[src/hdl/tks_pkg.sv]
// shared types and constants of the token scanner
// no dependencies; imported by tks_core, token_scanner, the checker and the testbench
`timescale 1ns / 1ps

package tks_pkg;

	// default widths of the position and offset counters
	localparam int unsigned POSITION_BITS_DEF = 16;
	localparam int unsigned OFFSET_BITS_DEF   = 32;

	// result buffer entries, a power of two
	localparam int unsigned TOKEN_FIFO_DEPTH = 4;

	localparam int unsigned KIND_BITS  = 4;
	localparam int unsigned VALUE_BITS = 32;

	typedef enum logic [1:0] {
		MODE_IDLE = 2'd0,
		MODE_WORD = 2'd1,
		MODE_NUM  = 2'd2
	} run_mode_t;

	typedef logic [KIND_BITS-1:0] kind_t;

	localparam kind_t KIND_SEMI     = 4'd0;
	localparam kind_t KIND_LBRACE   = 4'd1;
	localparam kind_t KIND_RBRACE   = 4'd2;
	localparam kind_t KIND_LPAREN   = 4'd3;
	localparam kind_t KIND_RPAREN   = 4'd4;
	localparam kind_t KIND_ASSIGN   = 4'd5;
	localparam kind_t KIND_PLUS     = 4'd6;
	localparam kind_t KIND_MINUS    = 4'd7;
	localparam kind_t KIND_EOF      = 4'd8;
	localparam kind_t KIND_FUNCTION = 4'd9;
	localparam kind_t KIND_IF       = 4'd10;
	localparam kind_t KIND_ELSE     = 4'd11;
	localparam kind_t KIND_RETURN   = 4'd12;
	localparam kind_t KIND_IDENT    = 4'd13;
	localparam kind_t KIND_INT      = 4'd14;
	localparam kind_t KIND_ERROR    = 4'd15;

	// packed token: kind, line, begin col, end col, begin off, end off, value, last
	function automatic int unsigned token_width(input int unsigned pb, input int unsigned ob);
		return KIND_BITS + 3 * pb + 2 * ob + VALUE_BITS + 1;
	endfunction

endpackage

[src/hdl/tks_fifo.sv]
// small token result buffer: up to two writes per cycle, one read
// generic in width and depth (depth a power of two); no package use
`timescale 1ns / 1ps

module tks_fifo #(
	parameter int unsigned WIDTH = 8,
	parameter int unsigned DEPTH = 4
) (
	input  logic                       clk,
	input  logic                       arst_n,
	input  logic [1:0]                 push_count,
	input  logic [WIDTH-1:0]           push_data0,
	input  logic [WIDTH-1:0]           push_data1,
	input  logic                       pop,
	output logic [WIDTH-1:0]           head_data,
	output logic                       empty,
	output logic [$clog2(DEPTH+1)-1:0] fill
);

	localparam int unsigned PTR_W = $clog2(DEPTH);
	localparam int unsigned CNT_W = $clog2(DEPTH + 1);

	logic [WIDTH-1:0] entry_q [DEPTH];
	logic [PTR_W-1:0] wr_ptr_q;
	logic [PTR_W-1:0] rd_ptr_q;
	logic [CNT_W-1:0] fill_q;
	logic [PTR_W-1:0] wr_ptr_next1;

	assign wr_ptr_next1 = wr_ptr_q + PTR_W'(1);

	always_ff @(posedge clk) begin
		if (push_count != 2'd0) begin
			entry_q[wr_ptr_q] <= push_data0;
		end
		if (push_count == 2'd2) begin
			entry_q[wr_ptr_next1] <= push_data1;
		end
	end

	always_ff @(posedge clk or negedge arst_n) begin
		if (!arst_n) begin
			wr_ptr_q <= '0;
			rd_ptr_q <= '0;
			fill_q   <= '0;
		end else begin
			wr_ptr_q <= wr_ptr_q + PTR_W'(push_count);
			if (pop) begin
				rd_ptr_q <= rd_ptr_q + PTR_W'(1);
			end
			fill_q <= fill_q + CNT_W'(push_count) - CNT_W'(pop);
		end
	end

	assign head_data = entry_q[rd_ptr_q];
	assign empty     = (fill_q == '0);
	assign fill      = fill_q;

endmodule

[src/hdl/tks_core.sv]
// scanner state and per-character token logic, one character per enabled cycle
// depends on tks_pkg
`timescale 1ns / 1ps

module tks_core #(
	parameter int unsigned POSITION_BITS = tks_pkg::POSITION_BITS_DEF,
	parameter int unsigned OFFSET_BITS   = tks_pkg::OFFSET_BITS_DEF
) (
	input  logic                                                  clk,
	input  logic                                                  arst_n,
	input  logic                                                  enable,
	input  logic [7:0]                                            char_code,
	output logic [1:0]                                            tok_count,
	output logic [tks_pkg::token_width(POSITION_BITS, OFFSET_BITS)-1:0] tok0,
	output logic [tks_pkg::token_width(POSITION_BITS, OFFSET_BITS)-1:0] tok1
);

	import tks_pkg::*;

	localparam int unsigned PB = POSITION_BITS;
	localparam int unsigned OB = OFFSET_BITS;

	localparam logic [7:0] CH_NUL   = 8'h00;
	localparam logic [7:0] CH_TAB   = 8'h09;
	localparam logic [7:0] CH_LF    = 8'h0A;
	localparam logic [7:0] CH_CR    = 8'h0D;
	localparam logic [7:0] CH_SPACE = 8'h20;
	localparam logic [7:0] CH_ZERO  = 8'h30;

	localparam logic [7:0] KW_TEXT [4][8] = '{
		'{"f", "u", "n", "c", "t", "i", "o", "n"},
		'{"i", "f", 8'h00, 8'h00, 8'h00, 8'h00, 8'h00, 8'h00},
		'{"e", "l", "s", "e", 8'h00, 8'h00, 8'h00, 8'h00},
		'{"r", "e", "t", "u", "r", "n", 8'h00, 8'h00}
	};
	localparam logic [3:0] KW_LEN [4] = '{4'd8, 4'd2, 4'd4, 4'd6};

	run_mode_t       mode_q, mode_d;
	logic [3:0]      kw_q, kw_d;
	logic [3:0]      len_q, len_d;
	logic [PB-1:0]   line_q, line_d;
	logic [PB-1:0]   col_q, col_d;
	logic [OB-1:0]   off_q, off_d;
	logic [PB-1:0]   rbcol_q, rbcol_d;
	logic [OB-1:0]   rboff_q, rboff_d;
	logic [31:0]     acc_q, acc_d;

	logic            is_lower, is_digit, is_ws, is_nul, is_other;
	logic            close_word, close_num, start_run, run_tok_v;
	run_mode_t       mode_eff;
	logic [3:0]      kw_base, len_base;
	logic [31:0]     acc_base;
	logic [PB-1:0]   col_inc, line_inc;
	logic [OB-1:0]   off_inc;
	kind_t           run_kind, char_kind, punct_kind;
	logic [31:0]     run_val;
	logic [PB-1:0]   char_ecol;
	logic [OB-1:0]   char_eoff;
	logic [tks_pkg::token_width(PB, OB)-1:0] run_tok, char_tok;

	assign is_lower = (char_code >= "a") && (char_code <= "z");
	assign is_digit = (char_code >= "0") && (char_code <= "9");
	assign is_ws    = (char_code == CH_SPACE) || (char_code == CH_CR) ||
	                  (char_code == CH_LF) || (char_code == CH_TAB);
	assign is_nul   = (char_code == CH_NUL);
	assign is_other = !is_lower && !is_digit && !is_ws && !is_nul;

	assign col_inc  = (&col_q) ? col_q : col_q + PB'(1);
	assign line_inc = (&line_q) ? line_q : line_q + PB'(1);
	assign off_inc  = off_q + OB'(1);

	assign close_word = (mode_q == MODE_WORD) && !is_lower;
	assign close_num  = (mode_q == MODE_NUM) && !is_digit;
	assign run_tok_v  = close_word || close_num;

	// a closed run, or the unused mode code, drops back to idle
	always_comb begin
		if (run_tok_v || (mode_q != MODE_WORD && mode_q != MODE_NUM)) begin
			mode_eff = MODE_IDLE;
		end else begin
			mode_eff = mode_q;
		end
	end

	// keyword only when followed by whitespace or end of input
	always_comb begin
		run_kind = KIND_IDENT;
		if (close_num) begin
			run_kind = KIND_INT;
		end else if (is_ws || is_nul) begin
			priority if (kw_q[0] && len_q == KW_LEN[0]) begin
				run_kind = KIND_FUNCTION;
			end else if (kw_q[1] && len_q == KW_LEN[1]) begin
				run_kind = KIND_IF;
			end else if (kw_q[2] && len_q == KW_LEN[2]) begin
				run_kind = KIND_ELSE;
			end else if (kw_q[3] && len_q == KW_LEN[3]) begin
				run_kind = KIND_RETURN;
			end else begin
				run_kind = KIND_IDENT;
			end
		end
	end

	always_comb begin
		unique case (char_code)
			";":     punct_kind = KIND_SEMI;
			"{":     punct_kind = KIND_LBRACE;
			"}":     punct_kind = KIND_RBRACE;
			"(":     punct_kind = KIND_LPAREN;
			")":     punct_kind = KIND_RPAREN;
			"=":     punct_kind = KIND_ASSIGN;
			"+":     punct_kind = KIND_PLUS;
			"-":     punct_kind = KIND_MINUS;
			default: punct_kind = KIND_ERROR;
		endcase
	end

	assign run_val   = close_num ? acc_q : 32'd0;
	assign char_kind = is_nul ? KIND_EOF : punct_kind;
	assign char_ecol = is_nul ? col_q : col_inc;
	assign char_eoff = is_nul ? off_q : off_inc;

	assign run_tok  = {run_kind, line_q, rbcol_q, col_q, rboff_q, off_q, run_val, 1'b0};
	assign char_tok = {char_kind, line_q, col_q, char_ecol, off_q, char_eoff, 32'd0, 1'b1};

	always_comb begin
		tok0 = run_tok_v ? run_tok : char_tok;
		tok1 = char_tok;
		if (!(is_nul || is_other)) begin
			tok0[0] = 1'b1;
		end
		if (!enable) begin
			tok_count = 2'd0;
		end else begin
			tok_count = 2'(run_tok_v) + 2'(is_nul || is_other);
		end
	end

	// run bookkeeping and position update
	always_comb begin
		start_run = (is_lower && mode_eff != MODE_WORD) || (is_digit && mode_eff != MODE_NUM);
		kw_base   = start_run ? 4'hF : kw_q;
		len_base  = start_run ? 4'd0 : len_q;
		acc_base  = start_run ? 32'd0 : acc_q;

		mode_d  = MODE_IDLE;
		kw_d    = kw_q;
		len_d   = len_q;
		acc_d   = acc_q;
		rbcol_d = start_run ? col_q : rbcol_q;
		rboff_d = start_run ? off_q : rboff_q;
		line_d  = line_q;
		col_d   = col_inc;
		off_d   = off_inc;

		if (is_lower) begin
			mode_d = MODE_WORD;
			for (int k = 0; k < 4; k++) begin
				kw_d[k] = kw_base[k] && (len_base < KW_LEN[k]) &&
				          (KW_TEXT[k][len_base[2:0]] == char_code);
			end
		end else if (is_digit) begin
			mode_d = MODE_NUM;
			acc_d  = {acc_base[28:0], 3'b000} + {acc_base[30:0], 1'b0} +
			         {28'd0, 4'(char_code - CH_ZERO)};
		end

		if (is_lower || is_digit) begin
			len_d = (len_base == 4'd15) ? len_base : len_base + 4'd1;
		end

		if (is_nul) begin
			col_d = col_q;
			off_d = off_q;
		end else if (char_code == CH_LF) begin
			line_d = line_inc;
			col_d  = PB'(1);
		end
	end

	always_ff @(posedge clk or negedge arst_n) begin
		if (!arst_n) begin
			mode_q  <= MODE_IDLE;
			kw_q    <= 4'hF;
			len_q   <= 4'd0;
			line_q  <= PB'(1);
			col_q   <= PB'(1);
			off_q   <= '0;
			rbcol_q <= PB'(1);
			rboff_q <= '0;
			acc_q   <= '0;
		end else if (enable) begin
			mode_q  <= mode_d;
			kw_q    <= kw_d;
			len_q   <= len_d;
			line_q  <= line_d;
			col_q   <= col_d;
			off_q   <= off_d;
			rbcol_q <= rbcol_d;
			rboff_q <= rboff_d;
			acc_q   <= acc_d;
		end
	end

endmodule

[src/hdl/token_scanner.sv]
// token scanner top level: input register, scanner core, token result buffer
// depends on tks_pkg, tks_core and tks_fifo
`timescale 1ns / 1ps

// Streaming tokenizer: one source byte per request on char_code (0 is end of
// input), tokens out one per request with line, columns, offsets and, for
// integers, the wrapped 32-bit value. A byte is taken every cycle unless the
// input stalls; an accepted byte waits in the input register until the scanner
// handles it, and its tokens pass through the result buffer to the output. A
// byte that closes a run and is itself a punctuator, error or end of input
// gives two tokens, which the output, one token per cycle when not stalled,
// delivers one after the other. The 4-entry result buffer lets input continue
// while the output is stalled, and the input stalls once fewer than two buffer
// entries are free. No clearing pass after reset.

module token_scanner #(
	parameter int unsigned POSITION_BITS = tks_pkg::POSITION_BITS_DEF,
	parameter int unsigned OFFSET_BITS   = tks_pkg::OFFSET_BITS_DEF
) (
	input  logic                          clk,
	input  logic                          arst_n,
	input  logic                          in_valid,
	output logic                          in_stall,
	input  logic [7:0]                    char_code,
	output logic                          out_valid,
	input  logic                          out_stall,
	output logic [tks_pkg::KIND_BITS-1:0] token_kind,
	output logic [POSITION_BITS-1:0]      token_line,
	output logic [POSITION_BITS-1:0]      begin_column,
	output logic [POSITION_BITS-1:0]      end_column,
	output logic [OFFSET_BITS-1:0]        begin_offset,
	output logic [OFFSET_BITS-1:0]        end_offset,
	output logic signed [31:0]            int_value,
	output logic                          last
);

	import tks_pkg::*;

	localparam int unsigned TOK_W = token_width(POSITION_BITS, OFFSET_BITS);
	localparam int unsigned DEPTH = TOKEN_FIFO_DEPTH;
	localparam int unsigned CNT_W = $clog2(DEPTH + 1);

	logic             valid_s1;
	logic [7:0]       char_s1;
	logic             go;
	logic [1:0]       tok_count;
	logic [TOK_W-1:0] tok0, tok1, head;
	logic             empty;
	logic [CNT_W-1:0] fill;

	// room for the worst case of two tokens per byte
	assign go       = valid_s1 && (fill <= CNT_W'(DEPTH - 2));
	assign in_stall = valid_s1 && !go;

	always_ff @(posedge clk or negedge arst_n) begin
		if (!arst_n) begin
			valid_s1 <= 1'b0;
		end else if (in_valid && !in_stall) begin
			valid_s1 <= 1'b1;
		end else if (go) begin
			valid_s1 <= 1'b0;
		end
	end

	always_ff @(posedge clk) begin
		if (in_valid && !in_stall) begin
			char_s1 <= char_code;
		end
	end

	tks_core #(
		.POSITION_BITS(POSITION_BITS),
		.OFFSET_BITS  (OFFSET_BITS)
	) u_core (
		.clk      (clk),
		.arst_n   (arst_n),
		.enable   (go),
		.char_code(char_s1),
		.tok_count(tok_count),
		.tok0     (tok0),
		.tok1     (tok1)
	);

	tks_fifo #(
		.WIDTH(TOK_W),
		.DEPTH(DEPTH)
	) u_fifo (
		.clk       (clk),
		.arst_n    (arst_n),
		.push_count(tok_count),
		.push_data0(tok0),
		.push_data1(tok1),
		.pop       (out_valid && !out_stall),
		.head_data (head),
		.empty     (empty),
		.fill      (fill)
	);

	assign out_valid = !empty;
	assign {token_kind, token_line, begin_column, end_column,
	        begin_offset, end_offset, int_value, last} = head;

endmodule

[config.mk]
export PLATFORM = sky130hd
export DESIGN_NAME = token_scanner
export DESIGN_NICKNAME = d
export VERILOG_FILES = /design/src/hdl/tks_pkg.sv /design/src/hdl/tks_fifo.sv /design/src/hdl/tks_core.sv /design/src/hdl/token_scanner.sv
export SDC_FILE = /design/constraint.sdc
export NUM_CORES = 1
export LEC_CHECK = 0
export BUFFER_PORTS_ARGS = -buffer_cell sky130_fd_sc_hd__buf_2
export CORE_UTILIZATION = 56
export CTS_CLUSTER_DIAMETER = 150
export DETAILED_ROUTE_END_ITERATION = 8
export GPL_ROUTABILITY_DRIVEN = 1
export HOLD_SLACK_MARGIN = 0.05
export PLACE_DENSITY = 0.79
export REMOVE_ABC_BUFFERS = 1
export SYNTH_ARGS = -nofsm -noshare
export SYNTH_HDL_FRONTEND = slang
export SYNTH_HIERARCHICAL = 1
export SYNTH_SLANG_ARGS = --single-unit
[constraint.sdc]
create_clock -name clk -period 24.5 [get_ports clk]
set_input_delay 2.45 -clock clk [delete_from_list [all_inputs] [get_ports clk]]
set_output_delay 2.45 -clock clk [all_outputs]
set_load 0.05 [all_outputs]
* After elaboration in Yosys (flattened, before gate mapping)
Memory sizes are Yosys's and may differ from the RTL's.
Cells that the tools add are included.
** Storage, ports and cells
- Flip-flop bits (word level) :: 170
- Memory bits (writable) :: 596
- Memory bits (read-only) :: 256
- Input port bits :: 12
- Word-level logic and storage cells :: 166
- Memories :: 5
** Operators by class
- $add $sub $neg :: 13
- Magnitude comparators :: 10
- Eq/ne operators :: 28
- Muxes and demuxes :: 37
- Bitwise operators :: 4
- Reductions and logical operators :: 55
** Memory list
- u_fifo.entry_q :: words 4, width 149, read ports 1, clocked after Yosys merged registers in 0, write ports 2, line tks_fifo.sv:23 : logic [WIDTH-1:0] entry_q [DEPTH];
- (no name shown) :: words 8, width 8, read ports 1, clocked after Yosys merged registers in 0, write ports 0, line tks_core.sv:161 : (KW_TEXT[k][len_base[2:0]] == char_code);
- (no name shown) :: words 8, width 8, read ports 1, clocked after Yosys merged registers in 0, write ports 0, line tks_core.sv:161
- (no name shown) :: words 8, width 8, read ports 1, clocked after Yosys merged registers in 0, write ports 0, line tks_core.sv:161
- (no name shown) :: words 8, width 8, read ports 1, clocked after Yosys merged registers in 0, write ports 0, line tks_core.sv:161
** Operators by type and width (count)
- $mux 149 :: 1
- $mux 32 :: 2
- $mux 8 :: 8
- $eq 8x6->1 const B :: 7
- $mux 16 :: 3
- $mux 4 :: 9
- $add 16x1->16 const B :: 2
- $add 32x1->32 const B :: 1
- $add 32x32->32 :: 1
- $add 32x4->32 :: 1
- $eq 8x8->1 :: 4
- $pmux 4 s8 :: 1
- $reduce_and 16->1 :: 2
- $mux 31 :: 1
- $logic_and 1x1->1 :: 26
- $eq 8x4->1 const B :: 3
- $eq 8x7->1 const B :: 2
- $logic_or 1x1->1 :: 9
- $eq 4x3->1 const B :: 2
- $eq 4x4->1 const B :: 2
- $ge 8x6->1 const B :: 1
- $ge 8x7->1 const B :: 1
- $le 8x6->1 const B :: 1
- $le 8x7->1 const B :: 1
- 28 further kinds :: 56

* Depth between registers and ports, before layout
- Word-level depth :: 17
- Depth in mapped cells :: 24

* By module
Netlist, hierarchy kept.
** Modules (own cells, without submodules)
- tks_fifo :: instances 1, cells each 1482, area each 29126.7 µm², seq. area each 18072.3 µm²
- tks_core :: instances 1, cells each 1479, area each 12036.5 µm², seq. area each 3862.5 µm²
- token_scanner :: instances 1, cells each 17, area each 310.3 µm², seq. area each 265.3 µm²

* Worst setup path after synthesis
OpenSTA, ideal clock, no wires.
- Kind :: register to register
- From :: register char_s1[0]
- To :: memory u_fifo/entry_q[0][0] (netlist bit), enable pin
- Arrival time :: 13.387 ns
- Required time :: 23.624 ns
- Slack :: 10.237 ns
- Cell stages (with the launch flop) :: 14
- Path buffers :: 3
- Cells stage by stage :: edfxtp_1 > buf_6 > or4_4 > o211ai_2 > a21oi_4 > nor2b_2 > nor2_2 > inv_2 > clkbuf_1 > ha_1 > and2_1 > clkbuf_2 > nor2_1 > o31ai_1
** RTL lines
- start: declaration :: line token_scanner.sv:44 : logic [7:0] char_s1;
- start signal: assignment :: line token_scanner.sv:67 : char_s1 <= char_code;
- end: declaration :: line tks_fifo.sv:23

* Worst setup path in the final report
- From :: register u_fifo.rd_ptr_q[0]
- To :: output begin_offset[7]
** Between the ends
- Word-level cells in the longest chain between the ends :: 1
** RTL lines
- start: declaration :: line tks_fifo.sv:25 : logic [PTR_W-1:0] rd_ptr_q;
- start signal: assignment :: line tks_fifo.sv:48 : rd_ptr_q <= rd_ptr_q + PTR_W'(1);
- $mem_v2 4x149
- end: declaration :: line token_scanner.sv:31 : output logic [OFFSET_BITS-1:0] begin_offset,
No other way between the ends.

==> run summary <==
=====================================================================================
Max-cap check violation count                                                       0
TritonCTS clock tree                                                              yes
Adder-cell area share of the yosys netlist                                     0.0233
Setup crit start kind                                                       flip-flop
Number of nets still failing antenna checks after routing                           0
Most used cells in the layout excluding fill and tap cells               sky130_fd_sc_hd__mux2_2 (625), sky130_fd_sc_hd__edfxtp_1 (604), sky130_fd_sc_hd__nand2_1 (315), sky130_fd_sc_hd__buf_2 (161), sky130_fd_sc_hd__dfrtp_1 (153)
Buffer depth of the longest clock path                                              3
Minimum setup slack among reg-to-reg paths                                   18.17 ns
Endpoints failing hold                                                              0
Result of the run                                                        complete, but fails checks
Required time at the endpoint of the critical path                           22.05 ns
Number of remaining DRC errors                                                     20
Number of placement rows                                                           99
Overall die width                                                              274 um
Starting DRC count in detailed routing                                           2233
Post-synthesis mux area share                                                   0.257
Clock-pin slew of the registers on the worst-case setup and hold paths        0.06 ns
Violated checks                                                          design-rule violations
Synthesized-area fraction occupied by ao, oa, aoi and oai cells                0.0358
Ports                                                                             163
Via count of the first global-routing pass                                      26100
Fraction of registers with async set/reset                                      0.211
GRT Total Usage                                                                 0.256
Signal arrival time at the worst endpoint                                     4.13 ns
Slew HR                                                                         0.274
DR vias/cell                                                                     6.14
Count of instances resized after the clock tree is built                            0
Worst Path Class, Setup                                                  flip-flop to primary output
Die ar.                                                                   75200 sq um
Highest Clock Rate                                                          0.152 GHz
Final-layout setup total negative slack                                          0 ns
Synth-to-layout area growth                                                     8.93%
Area post-placement                                                       42500 sq um
Synth Area in XOR/XNOR                                                         0.0355
Leading cell type in the layout, fill and taps excluded                  sky130_fd_sc_hd__mux2_2
Least setup slack across all paths after layout                              17.92 ns
Slew Limit Fails                                                                    0
Maximum clock skew at final layout                                          0.0272 ns
Clock Sink Count                                                                  766
Min-delay worst type                                                     flip-flop to flip-flop
Setup violators final                                                               0
Count of buffers added by post-CTS timing repair for setup                          0
Number of filler instances in the final layout                                   5374
Root buffer selected by CTS                                              sky130_fd_sc_hd__clkbuf_16
Crit path top cell by count                                              sky130_fd_sc_hd__buf_4
Netlist area before placement                                             41500 sq um
Total Routed Length                                                          95500 um
N_diodes                                                                            0
Total number of vias                                                            24900
Power Density                                                             118 nW/um^2
DR pass1 iterations                                                                 8
CP endpoint kind                                                         primary output
Chip height                                                                    274 um
Clock buffer count from CTS                                                        81
RSZ-0062 raised after global routing                                            false
Cell-by-cell listing of the critical path                                buf_4, buf_4, mux4_2, buf_2
Global route total overflow                                                         0
Number of antenna violations at the first check in global routing                   3
I/O Buffers                                                                       162
Sum of net half-perimeters after detailed placement                          55500 um
Final GP Congestion                                                             0.866
Synth Register Bits                                                               766
Initial Util                                                                    0.567
Insertion delay to the later sink of the worst-skew pair                      0.64 ns
Largest net degree at the start of global routing                                 150
Non-filler cells, final                                                          4054
Simple-gate area share of the yosys netlist                                    0.0732
Synthesized area per cell                                                  13.9 sq um
Hold slack final                                                             0.495 ns
Maximum vdd ir drop                                                       0.0000862 V
Transition at the pin with the smallest max-transition slack                  1.08 ns
Static leakage power                                                          17.5 nW
Leading register cell type out of synthesis                              sky130_fd_sc_hd__edfxtp_1
Post-Synthesis Cells                                                             2978
Non-Filler Cell Area, Final                                               45200 sq um
Share of the cycle needed by the critical path after routing                    0.269
Global-route wire length before repair                                      148000 um
Share of final-layout standard cells stronger than drive strength 1             0.365
Sequential area share after synthesis                                           0.535
Max Fanout on Critical Path                                                        43
Tmin final                                                                    6.58 ns
Core box area                                                             73100 sq um
Slowest cell on crit path                                                sky130_fd_sc_hd__dfrtp_4
Count of hold-fix buffers inserted at cts                                           0
Fin nets                                                                         3117
Routed length per placed instance                                             23.5 um
Crit path largest cell delay                                                  0.93 ns
Count of distinct cell types in the synthesized netlist                            86
Combinational family with the most area after synthesis                  multiplexers
Level count of the clock H-tree                                                     3
Number of enable-type register cells in the synthesized netlist                   604
Number of warnings printed during yosys synthesis                                   6
Post-placement cell count                                                        3905
Worst slack at placement                                                     18.20 ns
=====================================================================================
==> stage by stage <==
stage / power (mW) / util
floorplan: 3.64 / -
global placement: 4.06 / 0.581
detailed placement: 4.11 / 0.581
CTS: 5.36 / 0.618
global route: 5.53 / 0.618
finish: 5.32 / 0.618
==> critical path, delay by kind of cell (launching register included) <==
| family | cells | cell delay, ns |
|---|---|---|
| buffers and inverters | 3 | 1.86 |
| DFF | 1 | 0.93 |
| muxes | 1 | 0.66 |
==> worst paths after layout <==
check,start,to,cells past startpoint
setup / recovery,u_fifo/rd_ptr_q[0],begin_offset[7],4
hold / removal,u_core/kw_q[3],u_core/kw_q[3],2
setup reg to reg,char_s1[0],u_fifo/entry_q[3][26],14
hold reg to reg,u_core/kw_q[3],u_core/kw_q[3],2
max in group asynchronous,arst_n,u_fifo/rd_ptr_q[1],2
min in group asynchronous,arst_n,u_core/line_q[2],1
==> per-layer routing <==
metal,track usage,part of all wire
met1,0.336,0.41
met2,0.433,0.50
met3,0.0400,0.058
met4,0.0873,0.032
met5,0,0.00028
==> registers in the layout, indices dropped and copies added (netlist names) <==
signal,cells
u_core/line_q,16
u_core/off_q,32
u_core/col_q,16
u_core/kw_q,4
char_s1,8
u_fifo/fill,3
valid_s1,1
u_fifo/wr_ptr_q,2
u_fifo/entry_q,596
u_core/acc_q,32
u_core/rboff_q,32
u_fifo/rd_ptr_q,2
u_core/len_q,4
u_core/mode_q,2
u_core/rbcol_q,16
==> cells by family after synthesis <==
group | after synthesis
AO/OA/AOI/OAI | 233
XOR/XNOR | 168
adder cells (fa/ha/maj) | 76
buffers and inverters | 290
flip-flops | 766
multiplexers | 799
other | 2
AND/OR/NAND/NOR | 644
==> cell usage after synthesis (32+ instances only) <==
| master | instances | area (sq um) |
|---|---|---|
| sky130_fd_sc_hd__xor2_1 | 65 | 569 |
| sky130_fd_sc_hd__mux2_2 | 625 | 7040 |
| sky130_fd_sc_hd__dfrtp_1 | 155 | 3880 |
| sky130_fd_sc_hd__clkbuf_1 | 79 | 297 |
| sky130_fd_sc_hd__buf_6 | 32 | 360 |
| sky130_fd_sc_hd__nand3_1 | 48 | 240 |
| sky130_fd_sc_hd__buf_4 | 65 | 488 |
| sky130_fd_sc_hd__o21ai_0 | 74 | 370 |
| sky130_fd_sc_hd__buf_2 | 52 | 260 |
| sky130_fd_sc_hd__edfxtp_1 | 604 | 18100 |
| sky130_fd_sc_hd__xnor2_1 | 103 | 902 |
| sky130_fd_sc_hd__mux4_2 | 149 | 3360 |
| sky130_fd_sc_hd__nand2_1 | 317 | 1190 |
| sky130_fd_sc_hd__ha_1 | 74 | 926 |
| sky130_fd_sc_hd__and2_1 | 74 | 463 |
| sky130_fd_sc_hd__nor2_1 | 90 | 338 |
| sky130_fd_sc_hd__a21oi_1 | 51 | 255 |
==> final cells by class <==
| class | instances | area, sq um | area share |
|---|---|---|---|
| clock buffers | 102 | 2200 | 0.0487 |
| clock inverters | 47 | 493 | 0.0109 |
| inverters | 30 | 113 | 0.00249 |
| multi-input cells | 1953 | 17800 | 0.395 |
| flip-flops and latches | 766 | 22200 | 0.492 |
| well taps | 959 | 1200 | 0.0266 |
| repair buffers | 197 | 1120 | 0.0247 |
==> where the power goes <==
group / switching [mW] / leakage, nW / internal [mW]
Sequential: 0.167 / 7.68 / 1.78
Combinational: 1.48 / 8.54 / 0.656
Clock: 0.509 / 1.32 / 0.732
Total: 2.15 / 17.5 / 3.16
Note: power is estimated with default switching activity, not from simulation.
